--- src/design/asc_pkg.sv ---
// Package for the alarm snooze/silence controller: event codes, press
// request struct, timing constants and the ring-length lookup.
// No dependencies.
package asc_pkg;

   localparam int unsigned HOLD_W = 12;
   localparam int unsigned PRESS_W = 10;
   localparam int unsigned MS_W = 22;
   localparam int unsigned COUNT_W = 4;
   localparam int unsigned MIN_W = 6;
   localparam int unsigned CHOICE_W = 2;
   localparam int unsigned CSR_IDX_W = 1;
   localparam int unsigned CSR_DATA_W = 12;

   localparam logic [HOLD_W-1:0] HOLD_SAT = 12'd4095;
   localparam logic [MS_W-1:0] MS_PER_MINUTE = 22'd60000;
   localparam logic [COUNT_W-1:0] COUNT_SAT = 4'd15;

   localparam logic [HOLD_W-1:0] LONG_HOLD_RESET = 12'd2000;
   localparam logic [PRESS_W-1:0] MIN_PRESS_RESET = 10'd50;

   // register indexes on the csr port
   localparam logic [CSR_IDX_W-1:0] CSR_LONG_HOLD = 1'd0;
   localparam logic [CSR_IDX_W-1:0] CSR_MIN_PRESS = 1'd1;

   // ring duration choices
   localparam logic [CHOICE_W-1:0] CHOICE_15_MIN = 2'd0;
   localparam logic [CHOICE_W-1:0] CHOICE_30_MIN = 2'd1;
   localparam logic [CHOICE_W-1:0] CHOICE_60_MIN = 2'd2;
   localparam logic [CHOICE_W-1:0] CHOICE_ENDLESS = 2'd3;

   typedef enum logic [2:0] {
      EV_NONE     = 3'd0,
      EV_STARTED  = 3'd1,
      EV_SNOOZED  = 3'd2,
      EV_LIMITED  = 3'd3,
      EV_STOPPED  = 3'd4,
      EV_RESUMED  = 3'd5,
      EV_TIMEOUT  = 3'd6
   } event_type;

   // requests raised by the button tracker for one tick
   typedef struct packed {
      logic stop_req;
      logic snooze_req;
   } press_req_type;

   // ring length in ms for a timed choice; endless reads as zero
   function automatic logic [MS_W-1:0] ring_ms(input logic [CHOICE_W-1:0] choice);
      logic [MS_W-1:0] ms;
      case (choice)
         CHOICE_15_MIN: ms = 22'd900000;
         CHOICE_30_MIN: ms = 22'd1800000;
         CHOICE_60_MIN: ms = 22'd3600000;
         default:       ms = '0;
      endcase
      return ms;
   endfunction

endpackage

--- src/design/asc_req_if.sv ---
// Request channel of the alarm controller: one millisecond tick per item.
// Depends on asc_pkg.
interface asc_req_if;
   logic valid;
   logic ready;
   logic button_down;
   logic start_alarm;
   logic [asc_pkg::COUNT_W-1:0] max_snoozes;
   logic [asc_pkg::MIN_W-1:0] snooze_minutes;
   logic [asc_pkg::CHOICE_W-1:0] duration_choice;

   modport source (output valid, output button_down, output start_alarm,
      output max_snoozes, output snooze_minutes, output duration_choice, input ready);
   modport sink (input valid, input button_down, input start_alarm,
      input max_snoozes, input snooze_minutes, input duration_choice, output ready);
endinterface

--- src/design/asc_rsp_if.sv ---
// Response channel of the alarm controller: alarm status after each tick.
// Depends on asc_pkg.
interface asc_rsp_if;
   logic valid;
   logic ready;
   logic ringing;
   logic snoozing;
   logic [asc_pkg::COUNT_W-1:0] snooze_count;
   logic [2:0] event_res;

   modport source (output valid, output ringing, output snoozing,
      output snooze_count, output event_res, input ready);
   modport sink (input valid, input ringing, input snoozing,
      input snooze_count, input event_res, output ready);
endinterface

--- src/design/alarm_snooze_silence_controller_core.sv ---
// Alarm snooze/silence controller top level: alarm state, config registers
// and the response register. Uses asc_pkg, asc_req_if, asc_rsp_if, asc_press.
//
//   channel   | direction | items               | handshake
//   ----------+-----------+---------------------+-------------------
//   req_chan  | in        | one ms tick         | valid/ready
//   rsp_chan  | out       | status + event code | valid/ready
//   csr_*     | in        | register write      | csr_we, no wait
//
// One item per cycle while responses are taken; its result is presented the cycle after acceptance.
// The single response register sets the rate: req_chan.ready is high while
// that register is empty or being drained in the same cycle.
// Reset is synchronous and active high; it clears all alarm state and
// reloads the register defaults (2000 ms hold, 50 ms press).
// A stalled response holds its payload and blocks new items until taken.
module alarm_snooze_silence_controller_core (
   input  logic clock,
   input  logic reset,
   asc_req_if.sink req_chan,
   asc_rsp_if.source rsp_chan,
   input  logic csr_we,
   input  logic [asc_pkg::CSR_IDX_W-1:0] csr_index,
   input  logic [asc_pkg::CSR_DATA_W-1:0] csr_wdata
);

   logic accept;
   asc_pkg::press_req_type press_req;

   logic [asc_pkg::HOLD_W-1:0] long_hold_ff;
   logic [asc_pkg::PRESS_W-1:0] min_press_ff;

   logic ring_on_ff, ring_on_in;
   logic snooze_on_ff, snooze_on_in;
   logic endless_ff, endless_in;
   logic [asc_pkg::MS_W-1:0] ring_left_ff, ring_left_in;
   logic [asc_pkg::MS_W-1:0] snooze_left_ff, snooze_left_in;
   logic [asc_pkg::COUNT_W-1:0] taken_ff, taken_in;
   logic [asc_pkg::COUNT_W-1:0] kept_limit_ff, kept_limit_in;
   logic [asc_pkg::MIN_W-1:0] kept_minutes_ff, kept_minutes_in;
   logic [asc_pkg::CHOICE_W-1:0] kept_choice_ff, kept_choice_in;
   asc_pkg::event_type ev_in;

   logic [asc_pkg::MS_W-1:0] snooze_load;
   logic [asc_pkg::MS_W-1:0] ring_dec;
   logic [asc_pkg::MS_W-1:0] snooze_dec;

   logic rsp_valid_ff, rsp_valid_in;
   logic rsp_ringing_ff;
   logic rsp_snoozing_ff;
   logic [asc_pkg::COUNT_W-1:0] rsp_count_ff;
   asc_pkg::event_type rsp_event_ff;

   // handshake
   assign req_chan.ready = !rsp_valid_ff || rsp_chan.ready;
   assign accept = req_chan.valid && req_chan.ready;

   // config registers
   always_ff @(posedge clock) begin
      if (reset) begin
         long_hold_ff <= asc_pkg::LONG_HOLD_RESET;
         min_press_ff <= asc_pkg::MIN_PRESS_RESET;
      end else if (csr_we) begin
         case (csr_index)
            asc_pkg::CSR_LONG_HOLD: long_hold_ff <= csr_wdata[asc_pkg::HOLD_W-1:0];
            asc_pkg::CSR_MIN_PRESS: min_press_ff <= csr_wdata[asc_pkg::PRESS_W-1:0];
            default: ;
         endcase
      end
   end

   // button tracking
   asc_press u_press (
      .clock        (clock),
      .reset        (reset),
      .step_en      (accept),
      .button_down  (req_chan.button_down),
      .long_hold_ms (long_hold_ff),
      .min_press_ms (min_press_ff),
      .press_req    (press_req)
   );

   // countdown helpers
   assign snooze_load = asc_pkg::MS_W'(kept_minutes_ff * asc_pkg::MS_PER_MINUTE);
   assign ring_dec = (ring_left_ff != '0) ? ring_left_ff - 1'b1 : '0;
   assign snooze_dec = (snooze_left_ff != '0) ? snooze_left_ff - 1'b1 : '0;

   // alarm state update, priority: start, stop, snooze press, resume, timeout
   always_comb begin
      ring_on_in = ring_on_ff;
      snooze_on_in = snooze_on_ff;
      endless_in = endless_ff;
      ring_left_in = ring_left_ff;
      snooze_left_in = snooze_left_ff;
      taken_in = taken_ff;
      kept_limit_in = kept_limit_ff;
      kept_minutes_in = kept_minutes_ff;
      kept_choice_in = kept_choice_ff;
      ev_in = asc_pkg::EV_NONE;
      if (!ring_on_ff && !snooze_on_ff) begin
         if (req_chan.start_alarm) begin
            ring_on_in = 1'b1;
            taken_in = '0;
            kept_limit_in = req_chan.max_snoozes;
            kept_minutes_in = req_chan.snooze_minutes;
            kept_choice_in = req_chan.duration_choice;
            endless_in = (req_chan.duration_choice == asc_pkg::CHOICE_ENDLESS);
            ring_left_in = asc_pkg::ring_ms(req_chan.duration_choice);
            ev_in = asc_pkg::EV_STARTED;
         end
      end else if (press_req.stop_req) begin
         ring_on_in = 1'b0;
         snooze_on_in = 1'b0;
         endless_in = 1'b0;
         taken_in = '0;
         ev_in = asc_pkg::EV_STOPPED;
      end else if (ring_on_ff && press_req.snooze_req) begin
         ring_on_in = 1'b0;
         endless_in = 1'b0;
         if (kept_limit_ff != '0 && taken_ff >= kept_limit_ff) begin
            ev_in = asc_pkg::EV_LIMITED;
         end else begin
            if (taken_ff < asc_pkg::COUNT_SAT) begin
               taken_in = taken_ff + 1'b1;
            end
            snooze_on_in = 1'b1;
            snooze_left_in = snooze_load;
            ev_in = asc_pkg::EV_SNOOZED;
         end
      end else if (snooze_on_ff) begin
         snooze_left_in = snooze_dec;
         if (snooze_dec == '0) begin
            snooze_on_in = 1'b0;
            ring_on_in = 1'b1;
            endless_in = (kept_choice_ff == asc_pkg::CHOICE_ENDLESS);
            ring_left_in = asc_pkg::ring_ms(kept_choice_ff);
            ev_in = asc_pkg::EV_RESUMED;
         end
      end else if (ring_on_ff && !endless_ff) begin
         ring_left_in = ring_dec;
         if (ring_dec == '0) begin
            ring_on_in = 1'b0;
            ev_in = asc_pkg::EV_TIMEOUT;
         end
      end
   end

   // alarm control state
   always_ff @(posedge clock) begin
      if (reset) begin
         ring_on_ff <= 1'b0;
         snooze_on_ff <= 1'b0;
         endless_ff <= 1'b0;
         ring_left_ff <= '0;
         snooze_left_ff <= '0;
         taken_ff <= '0;
         kept_limit_ff <= '0;
         kept_minutes_ff <= '0;
         kept_choice_ff <= '0;
      end else if (accept) begin
         ring_on_ff <= ring_on_in;
         snooze_on_ff <= snooze_on_in;
         endless_ff <= endless_in;
         ring_left_ff <= ring_left_in;
         snooze_left_ff <= snooze_left_in;
         taken_ff <= taken_in;
         kept_limit_ff <= kept_limit_in;
         kept_minutes_ff <= kept_minutes_in;
         kept_choice_ff <= kept_choice_in;
      end
   end

   // response register
   always_comb begin
      rsp_valid_in = rsp_valid_ff && !rsp_chan.ready;
      if (accept) begin
         rsp_valid_in = 1'b1;
      end
   end

   always_ff @(posedge clock) begin
      if (reset) begin
         rsp_valid_ff <= 1'b0;
      end else begin
         rsp_valid_ff <= rsp_valid_in;
      end
   end

   always_ff @(posedge clock) begin
      if (accept) begin
         rsp_ringing_ff <= ring_on_in;
         rsp_snoozing_ff <= snooze_on_in;
         rsp_count_ff <= taken_in;
         rsp_event_ff <= ev_in;
      end
   end

   assign rsp_chan.valid = rsp_valid_ff;
   assign rsp_chan.ringing = rsp_ringing_ff;
   assign rsp_chan.snoozing = rsp_snoozing_ff;
   assign rsp_chan.snooze_count = rsp_count_ff;
   assign rsp_chan.event_res = rsp_event_ff;

   // checks
   a_ring_snooze_excl: assert property (@(posedge clock) disable iff (reset)
      !(ring_on_ff && snooze_on_ff))
      else $error("ringing and snoozing at once");

   a_endless_rings: assert property (@(posedge clock) disable iff (reset)
      endless_ff |-> ring_on_ff)
      else $error("endless flag set without ringing");

   // a zero-minute snooze loads zero and resumes on the next item
   a_snooze_enters: assert property (@(posedge clock) disable iff (reset)
      (accept && ev_in == asc_pkg::EV_SNOOZED) |=> snooze_on_ff)
      else $error("snooze event did not start a snooze");

   a_count_idle: assert property (@(posedge clock) disable iff (reset)
      !accept |=> $stable(taken_ff))
      else $error("snooze count moved without an item");

endmodule

--- src/design/asc_press.sv ---
// Snooze button tracker: measures press length per tick and raises
// stop (long hold) and snooze (short press release) requests. Uses asc_pkg.
module asc_press (
   input  logic clock,
   input  logic reset,
   input  logic step_en,
   input  logic button_down,
   input  logic [asc_pkg::HOLD_W-1:0] long_hold_ms,
   input  logic [asc_pkg::PRESS_W-1:0] min_press_ms,
   output asc_pkg::press_req_type press_req
);

   logic last_button_ff, last_button_in;
   logic hold_done_ff, hold_done_in;
   logic [asc_pkg::HOLD_W-1:0] hold_ms_ff, hold_ms_in;
   logic [asc_pkg::HOLD_W-1:0] hold_inc;
   logic [asc_pkg::HOLD_W-1:0] release_ms;

   // saturating press counter
   assign hold_inc = (hold_ms_ff < asc_pkg::HOLD_SAT) ? hold_ms_ff + 1'b1 : asc_pkg::HOLD_SAT;
   assign release_ms = hold_inc;

   // edge decode and request generation
   always_comb begin
      last_button_in = button_down;
      hold_ms_in = hold_ms_ff;
      hold_done_in = hold_done_ff;
      press_req = '0;
      if (button_down && !last_button_ff) begin
         hold_ms_in = '0;
         hold_done_in = 1'b0;
      end else if (button_down && last_button_ff) begin
         hold_ms_in = hold_inc;
         if (!hold_done_ff && hold_inc >= long_hold_ms) begin
            press_req.stop_req = 1'b1;
            hold_done_in = 1'b1;
         end
      end else if (!button_down && last_button_ff) begin
         if (!hold_done_ff && release_ms >= {2'b00, min_press_ms}) begin
            press_req.snooze_req = 1'b1;
         end
      end
   end

   always_ff @(posedge clock) begin
      if (reset) begin
         last_button_ff <= 1'b0;
         hold_ms_ff <= '0;
         hold_done_ff <= 1'b0;
      end else if (step_en) begin
         last_button_ff <= last_button_in;
         hold_ms_ff <= hold_ms_in;
         hold_done_ff <= hold_done_in;
      end
   end

endmodule

--- src/flat_wrapper.sv ---
// flat-port wrapper written by rule: the top's interface ports become plain ports
module alarm_snooze_silence_controller_core_flat 
  (clock, reset, csr_we, csr_index, csr_wdata, req_chan_valid, req_chan_button_down, req_chan_start_alarm, req_chan_max_snoozes, req_chan_snooze_minutes, req_chan_duration_choice, req_chan_ready, rsp_chan_valid, rsp_chan_ringing, rsp_chan_snoozing, rsp_chan_snooze_count, rsp_chan_event_res, rsp_chan_ready);
  asc_req_if req_chan_i ();
  asc_rsp_if rsp_chan_i ();
  input  logic clock;
  input  logic reset;
  input  logic csr_we;
  input  logic [asc_pkg::CSR_IDX_W-1:0] csr_index;
  input  logic [asc_pkg::CSR_DATA_W-1:0] csr_wdata;
  input wire logic [$bits(req_chan_i.valid)-1:0] req_chan_valid;
  input wire logic [$bits(req_chan_i.button_down)-1:0] req_chan_button_down;
  input wire logic [$bits(req_chan_i.start_alarm)-1:0] req_chan_start_alarm;
  input wire logic [$bits(req_chan_i.max_snoozes)-1:0] req_chan_max_snoozes;
  input wire logic [$bits(req_chan_i.snooze_minutes)-1:0] req_chan_snooze_minutes;
  input wire logic [$bits(req_chan_i.duration_choice)-1:0] req_chan_duration_choice;
  output wire logic [$bits(req_chan_i.ready)-1:0] req_chan_ready;
  output wire logic [$bits(rsp_chan_i.valid)-1:0] rsp_chan_valid;
  output wire logic [$bits(rsp_chan_i.ringing)-1:0] rsp_chan_ringing;
  output wire logic [$bits(rsp_chan_i.snoozing)-1:0] rsp_chan_snoozing;
  output wire logic [$bits(rsp_chan_i.snooze_count)-1:0] rsp_chan_snooze_count;
  output wire logic [$bits(rsp_chan_i.event_res)-1:0] rsp_chan_event_res;
  input wire logic [$bits(rsp_chan_i.ready)-1:0] rsp_chan_ready;
  assign req_chan_i.valid = req_chan_valid;
  assign req_chan_i.button_down = req_chan_button_down;
  assign req_chan_i.start_alarm = req_chan_start_alarm;
  assign req_chan_i.max_snoozes = req_chan_max_snoozes;
  assign req_chan_i.snooze_minutes = req_chan_snooze_minutes;
  assign req_chan_i.duration_choice = req_chan_duration_choice;
  assign req_chan_ready = req_chan_i.ready;
  assign rsp_chan_valid = rsp_chan_i.valid;
  assign rsp_chan_ringing = rsp_chan_i.ringing;
  assign rsp_chan_snoozing = rsp_chan_i.snoozing;
  assign rsp_chan_snooze_count = rsp_chan_i.snooze_count;
  assign rsp_chan_event_res = rsp_chan_i.event_res;
  assign rsp_chan_i.ready = rsp_chan_ready;
  alarm_snooze_silence_controller_core u_core (.clock(clock), .reset(reset), .req_chan(req_chan_i), .rsp_chan(rsp_chan_i), .csr_we(csr_we), .csr_index(csr_index), .csr_wdata(csr_wdata));
endmodule
--- config.mk ---
export PLATFORM = sky130hd
export DESIGN_NAME = alarm_snooze_silence_controller_core_flat
export DESIGN_NICKNAME = d
export VERILOG_FILES = /design/src/design/asc_pkg.sv /design/src/design/asc_req_if.sv /design/src/design/asc_rsp_if.sv /design/src/design/alarm_snooze_silence_controller_core.sv /design/src/design/asc_press.sv /design/src/flat_wrapper.sv
export SDC_FILE = /design/constraint.sdc
export NUM_CORES = 1
export LEC_CHECK = 0
export ABC_AREA = 1
export BUFFER_PORTS_ARGS = -buffer_cell sky130_fd_sc_hd__buf_2
export CORE_ASPECT_RATIO = 0.7
export CORE_MARGIN = 2
export CORE_UTILIZATION = 50
export CTS_CLUSTER_DIAMETER = 100
export DETAILED_ROUTE_END_ITERATION = 10
export GPL_TIMING_DRIVEN = 0
export PLACE_DENSITY = 0.73
export SLEW_MARGIN = 25
export SYNTH_ARGS = -nofsm -noshare
export SYNTH_HDL_FRONTEND = slang
export SYNTH_SLANG_ARGS = --single-unit
--- constraint.sdc ---
create_clock -name clock -period 4.35 [get_ports clock]
set_input_delay 0.87 -clock clock [delete_from_list [all_inputs] [get_ports clock]]
set_output_delay 0.87 -clock clock [all_outputs]
set_load 0.02 [all_outputs]
Yosys cells after proc, flatten, opt, wreduce, memory -nomap -nowiden
Index checks and enable logic that the tools add are counted.
{"block": "op_classes", "n_addsub": 4, "multipliers": 1, "magnitude_cmp": 5, "eq_ne": 11, "muxes": 62, "bitwise_logic": 3, "n_reduce_logical": 41}
{"op": "$mux 22", "count": 12}
{"op": "$pmux 22 s3", "count": 2}
{"op": "$logic_not 22->1", "count": 2}
{"op": "$reduce_bool 22->1", "count": 2}
{"op": "$sub 22x1->22 const B", "count": 2}
{"op": "$mux 12", "count": 3}
{"op": "$mux 1", "count": 31}
{"op": "$mux 4", "count": 6}
{"op": "$mux 3", "count": 7}
{"op": "$mul 6x11->17 const B", "count": 1}
{"op": "$add 12x1->12 const B", "count": 1}
{"op": "$ge 12x10->1", "count": 1}
{"op": "$ge 12x12->1", "count": 1}
{"op": "$lt 12x12->1 const B", "count": 1}
{"op": "$reduce_bool 4->1", "count": 3}
{"op": "$logic_and 1x1->1", "count": 11}
{"op": "$eq 2x2->1 const B", "count": 4}
{"op": "$logic_not 1->1", "count": 8}
{"op": "$ne 2x2->1 const B", "count": 3}
{"op": "$reduce_and 2->1", "count": 3}
{"op": "$reduce_and 3->1", "count": 2}
{"op": "$reduce_and 6->1", "count": 1}
{"op": "$reduce_bool 2->1", "count": 3}
{"op": "$reduce_and 5->1", "count": 1}
{"op": "12 further kinds", "count": 16}
{"block": "totals", "ff_bits": 109, "in_bits": 32, "output_inout_bits": 11, "elab_cells": 146}

Logic depth before layout (Yosys ltp)
{"block": "logic_depth", "ltp_word": 12, "ltp_mapped": 28, "depth_no_buf": 27}

Modules after synthesis
A second synthesis with hierarchy kept.
{"block": "unflattened", "cells_unflattened": 1312, "area_unflattened_um2": 8622.0}
{"mod": "alarm_snooze_silence_controller_core", "n_inst": 1, "cells_each": 1084, "area_each_um2": 7140.6, "seq_area_each_um2": 1991.9}
{"mod": "asc_press", "n_inst": 1, "cells_each": 228, "area_each_um2": 1481.4, "seq_area_each_um2": 280.3}

Worst setup path after synthesis
Ideal clock, no wire load.
{"block": "synth_timing", "kind": "register to register", "startpoint": "reg u_core.kept_minutes_ff[0] (netlist name)", "endpoint": "reg u_core.snooze_left_ff[18] (netlist name)", "setup_ns": 0.064, "t_arrival_ns": 3.254, "t_required_ns": 4.286, "slack_ns": 1.032, "stages_incl_launch_ff": 17, "n_path_buf": 0, "period_less_slack_ns": 3.318, "path_cell_list": "dfxtp_1 > fa_1 > fa_1 > inv_1 > fa_1 > inv_1 > ha_1 > a21oi_1 > o21ai_0 > a21oi_1 > nor2_1 > nor2_1 > xor2_1 > nand2_1 > o21ai_0 > nor2_1 > nor2_1"}
{"block": "synth_between", "elab_chain_len": 3}
{"element": "start, declared", "line_no": "alarm_snooze_silence_controller_core.sv:39", "source": "logic [asc_pkg::MIN_W-1:0] kept_minutes_ff, kept_minutes_in;"}
{"element": "start signal, assigned", "line_no": "alarm_snooze_silence_controller_core.sv:167", "source": "kept_minutes_ff <= kept_minutes_in;"}
{"element": "$mul 6x11->17", "line_no": "alarm_snooze_silence_controller_core.sv:83", "source": "assign snooze_load = asc_pkg::MS_W'(kept_minutes_ff * asc_pkg::MS_PER_MINUTE);"}
{"element": "$mux 22", "line_no": "alarm_snooze_silence_controller_core.sv:119", "source": "if (kept_limit_ff != '0 && taken_ff >= kept_limit_ff) begin"}
{"element": "$mux 22", "line_no": "alarm_snooze_silence_controller_core.sv:116", "source": "end else if (ring_on_ff && press_req.snooze_req) begin"}
{"element": "end signal, assigned", "line_no": "alarm_snooze_silence_controller_core.sv:164", "source": "snooze_left_ff <= snooze_left_in;"}
{"element": "end, declared", "line_no": "alarm_snooze_silence_controller_core.sv:36", "source": "logic [asc_pkg::MS_W-1:0] snooze_left_ff, snooze_left_in;"}
Every way passes these cells. The select of a mux whose other input is x is not followed.
A chain may end at the register's enable or synchronous reset.

Final worst setup path
{"block": "layout_timing", "startpoint": "reg u_core.u_press.hold_ms_ff[0] (netlist name)", "endpoint": "reg u_core.rsp_count_ff (netlist bit u_core.rsp_chan.snooze_count[1]) (data pin)"}
{"block": "layout_between", "elab_chain_len": 12, "word_cells_on_any_way": 17, "classes_between": "add/sub: 1; order compare: 3; mux: 10; reduce/logical: 3"}
{"element": "start, declared", "line_no": "asc_press.sv:15", "source": "logic [asc_pkg::HOLD_W-1:0] hold_ms_ff, hold_ms_in;"}
{"element": "start signal, assigned", "line_no": "asc_press.sv:52", "source": "hold_ms_ff <= hold_ms_in;"}
{"element": "$add 12x1->12 or $lt 12x12->1 (tied branches)", "line_no": "asc_press.sv:20", "source": "assign hold_inc = (hold_ms_ff < asc_pkg::HOLD_SAT) ? hold_ms_ff + 1'b1 : asc_pkg::HOLD_SAT;"}
{"element": "$mux 12 *", "line_no": "asc_press.sv:20"}
{"element": "$ge 12x10->1", "line_no": "asc_press.sv:39", "source": "if (!hold_done_ff && release_ms >= {2'b00, min_press_ms}) begin"}
{"element": "$logic_and 1x1->1", "line_no": "asc_press.sv:39"}
{"element": "$mux 1", "line_no": "asc_press.sv:39"}
{"element": "$mux 1", "line_no": "asc_press.sv:38", "source": "end else if (!button_down && last_button_ff) begin"}
{"element": "$mux 1", "line_no": "asc_press.sv:32", "source": "end else if (button_down && last_button_ff) begin"}
{"element": "$mux 2 *", "line_no": "asc_press.sv:29", "source": "if (button_down && !last_button_ff) begin"}
{"element": "$logic_and 1x1->1", "line_no": "alarm_snooze_silence_controller_core.sv:116"}
{"element": "$mux 4", "line_no": "alarm_snooze_silence_controller_core.sv:116"}
{"element": "$mux 4 *", "line_no": "alarm_snooze_silence_controller_core.sv:110", "source": "end else if (press_req.stop_req) begin"}
{"element": "$mux 4 *", "line_no": "alarm_snooze_silence_controller_core.sv:99", "source": "if (!ring_on_ff && !snooze_on_ff) begin"}
{"element": "named net u_core.taken_in, one bit", "line_no": "alarm_snooze_silence_controller_core.sv:37", "source": "logic [asc_pkg::COUNT_W-1:0] taken_ff, taken_in;"}
{"element": "end signal, assigned", "line_no": "alarm_snooze_silence_controller_core.sv:192", "source": "rsp_count_ff <= taken_in;"}
{"element": "end, declared", "line_no": "alarm_snooze_silence_controller_core.sv:50", "source": "logic [asc_pkg::COUNT_W-1:0] rsp_count_ff;"}
Mark *: on every way through the listed nets, which the timed path passes. The rest lies on a longest branch.

==> flow_summary.json <==
{
  "required_ns": 4.42,
  "met1Wirelength_mm": 11.7,
  "ios": 43,
  "layout_min_cycle_time_ns": 3.90,
  "ys_seq_area_share_pct": 26.4,
  "fin_worst_skew_ns": 0.0186,
  "portBuffers": 41,
  "setup_viol": 0,
  "finalHoldViolCount": 0,
  "clockRootBuffer": "clkbuf_16",
  "cellPowerDensity_nw_per_um2": 339,
  "path_clk_slew_ns": 0.09,
  "yosysWarnings": 0,
  "finalWorstSetupSlack_ns": 0.452,
  "rows": 40,
  "cap_violations": 0,
  "vias": 8397,
  "antenna_found_initial": 0,
  "vias_per_cell": 5.33,
  "first_pass_iters": 6,
  "clock_latency_ns": 0.37,
  "route.final.wire_length_mm": 22.5,
  "crit_fanout": 10,
  "clock.fmax_mhz": 257,
  "htree_levels": 3,
  "finalPower_mw": 3.19,
  "synth-main-ff-cell": "dfxtp_1",
  "ys_top_cells_by_area": "dfxtp_1 (23%), nand2_1 (13%), ha_1 (12%)",
  "dr.first_iter.drc_count": 857,
  "initial_core_util_pct": 50.6,
  "cts_sinks": 109,
  "leakage_nw": 4.63,
  "synth_cells": 1288,
  "place_congestion": 0.902,
  "finalCritPeriodShare_pct": 89.6,
  "timing.setup.tns_ns": 0,
  "wl_met2_mm": 9.11,
  "path_class": "reg2reg",
  "hpwl_mm": 17.9,
  "dp_slack_ns": 0.530,
  "fin_nets": 1463,
  "drv_slew": 0,
  "syn_to_final_growth_pct": 9.43,
  "cts_max_path_buffers": 2,
  "die_width_um": 161,
  "tightest_slew_ns": 0.774,
  "grt-ovfl-total": 0,
  "cts_tree": "done",
  "track_usage_pct": 25.1,
  "synth_cell_types": 49,
  "cp_data_arrival_time_ns": 3.96,
  "coreArea_um2": 17000,
  "syn_area_um2": 8610,
  "diodes": 0,
  "yosys.area.top_type": "dfxtp_1",
  "cts_buffers": 9,
  "die_area_um2": 18300,
  "status": "completed",
  "grt_max_degree": 25,
  "endpoint_kind": "flip-flop",
  "drc": 0,
  "die_y_um": 114,
  "wl_per_cell_um": 14.3,
  "synth_nets": 1412,
  "start_kind": "flip-flop",
  "hp-class": "reg2reg",
  "synth.avg_cell_area_um2": 6.69,
  "ys_seq_elements": 109,
  "synth_edf_count": 9,
  "rsz0062_at_grt": "false",
  "max_slew_margin_pct": 48.1,
  "top_layer": "met4",
  "grt_pass1_wl_mm": 37.4,
  "synthArstFlopShare_pct": 0,
  "drive_gt1_share_pct": 8.48,
  "route.met3.wl_mm": 1.36,
  "irDropWorstVdd_mv": 0.233,
  "final_util_pct": 55.4,
  "dpl_cell_area_um2": 9110,
  "stdcell_area_um2": 9420,
  "synth_top_area_share_pct": 23.2,
  "ant_nets": 0,
  "ctsHoldBuffers": 0,
  "grt_pass1_vias": 7653
}
[registers in the layout (all words and copies together), names as in the netlist, 2 cells and up]
| register | count |
|---|---|
| u_core.rsp_chan.event_res | 3 |
| u_core.kept_minutes_ff | 6 |
| u_core.ring_left_ff | 22 |
| u_core.rsp_chan.snooze_count | 4 |
| u_core.taken_ff | 4 |
| u_core.min_press_ff | 10 |
| u_core.long_hold_ff | 12 |
| u_core.kept_limit_ff | 4 |
| u_core.kept_choice_ff | 2 |
| u_core.snooze_left_ff | 22 |
| u_core.u_press.hold_ms_ff | 12 |
[per-layer routing]
layer  global-route usage (%)  up-vias
li1                         -     4318
met1                     38.0     3791
met2                     38.1      257
met3                     3.85       31
met4                     4.64        0
met5                        0        -
[timing repair]
item	in CTS	in global routing
gates resized for setup	0	0
setup buffers	0	0
endpoints found under the setup margin	0	1
[layout by cell type, fill, tap and decap left out, types with 9 or more instances in the layout]
master	synthesis	layout
a21oi_1	95	95
buf_2	4	45
clkbuf_1	21	20
clkbuf_16	0	9
dfxtp_1	100	100
edfxtp_1	9	9
fa_1	12	12
ha_1	80	80
inv_1	158	158
nand2_1	299	299
nand3_1	111	111
nand4_1	16	16
nor2_1	151	151
nor2_2	10	10
o211ai_1	16	16
o21ai_0	83	83
o21bai_1	12	12
xnor2_1	11	11
xor2_1	13	13
[cell usage after synthesis, types with 2 or more instances]
cell type and instances:
nand2_1 299, inv_1 158, nor2_1 151, nand3_1 111, dfxtp_1 100, a21oi_1 95
o21ai_0 83, ha_1 80, clkbuf_1 21, nand4_1 16, o211ai_1 16, xor2_1 13
fa_1 12, o21bai_1 12, xnor2_1 11, nor2_2 10, edfxtp_1 9, a21o_1 8
buf_6 8, nor3_1 8, o21ai_1 8, nand3_2 7, inv_2 6, clkinv_1 5
buf_2 4, nand2_4 4, a31oi_1 3, nand2_2 3, a211oi_1 2, and3_1 2
buf_8 2, nor2_4 2, nor4_1 2, or2_2 2
[area by class of cell]
type / count / area [um^2]
clock buffers: 9 / 225
repair buffers: 41 / 205
plain buffers: 36 / 226
well taps: 231 / 289
flip-flops and latches: 109 / 2270
fillers: 1680 / 7590
multi-input cells: 973 / 5480
clock inverters: 7 / 96.3
inverters: 169 / 634
[worst max-delay path, stage by stage (launching register included)]
cell and delay [ns]:
dfxtp_1 0.40, ha_1 0.23, nand3_2 0.16, nor3_4 0.20
inv_1 0.08, nor3_1 0.16, nand2_1 0.26, nand2_1 0.18
inv_1 0.09, ha_1 0.27, o21ai_0 0.16, nand2_1 0.07
nand2_1 0.06, nand2_1 0.04, nand2_1 0.05, nand2_1 0.05
nand2_1 0.05, nand2_1 0.06, nand2_1 0.07, nand2_1 0.08
nand2_2 0.11, buf_6 0.16, buf_2 0.25, nand2_1 0.10
nand3_1 0.08, o21ai_0 0.17
[report_power, final]
| part | internal, mW | total [mW] | leakage (nW) | switching (mW) |
|---|---|---|---|---|
| Clock | 0.432 | 0.911 | 0.157 | 0.480 |
| Sequential | 1.06 | 1.11 | 0.906 | 0.0498 |
| Combinational | 0.394 | 1.17 | 3.57 | 0.777 |
[worst paths after layout]
kind                           startpoint                               to  cells after the start  slack, ns
max          u_core.u_press.hold_ms_ff[0]  u_core.rsp_chan.snooze_count[1]                     25       0.45
min              u_core.snooze_left_ff[1]         u_core.snooze_left_ff[1]                      2       0.46
max reg2reg  u_core.u_press.hold_ms_ff[0]  u_core.rsp_chan.snooze_count[1]                     25       0.45
min reg2reg      u_core.snooze_left_ff[1]         u_core.snooze_left_ff[1]                      2       0.46
[metrics by stage]
stage | hold slack (ns) | std cells
after global routing | 0.487 | 1575
after detailed placement | 0.453 | 1560
after CTS | 0.466 | 1576
after global placement | 0.449 | 1560
after floorplan | 0.435 | 1288
final | 0.464 | 1575
[cell families after synthesis]
family / Yosys count / share of synthesized area [%]
simple gates: 622 / 31.5
compound gates: 234 / 15.1
buf+inv: 206 / 10.0
flops: 109 / 26.4
fa+ha+maj: 92 / 14.4
xor+xnor: 24 / 2.44
mux: 1 / 0.116
(Power assumes the default switching activity.)
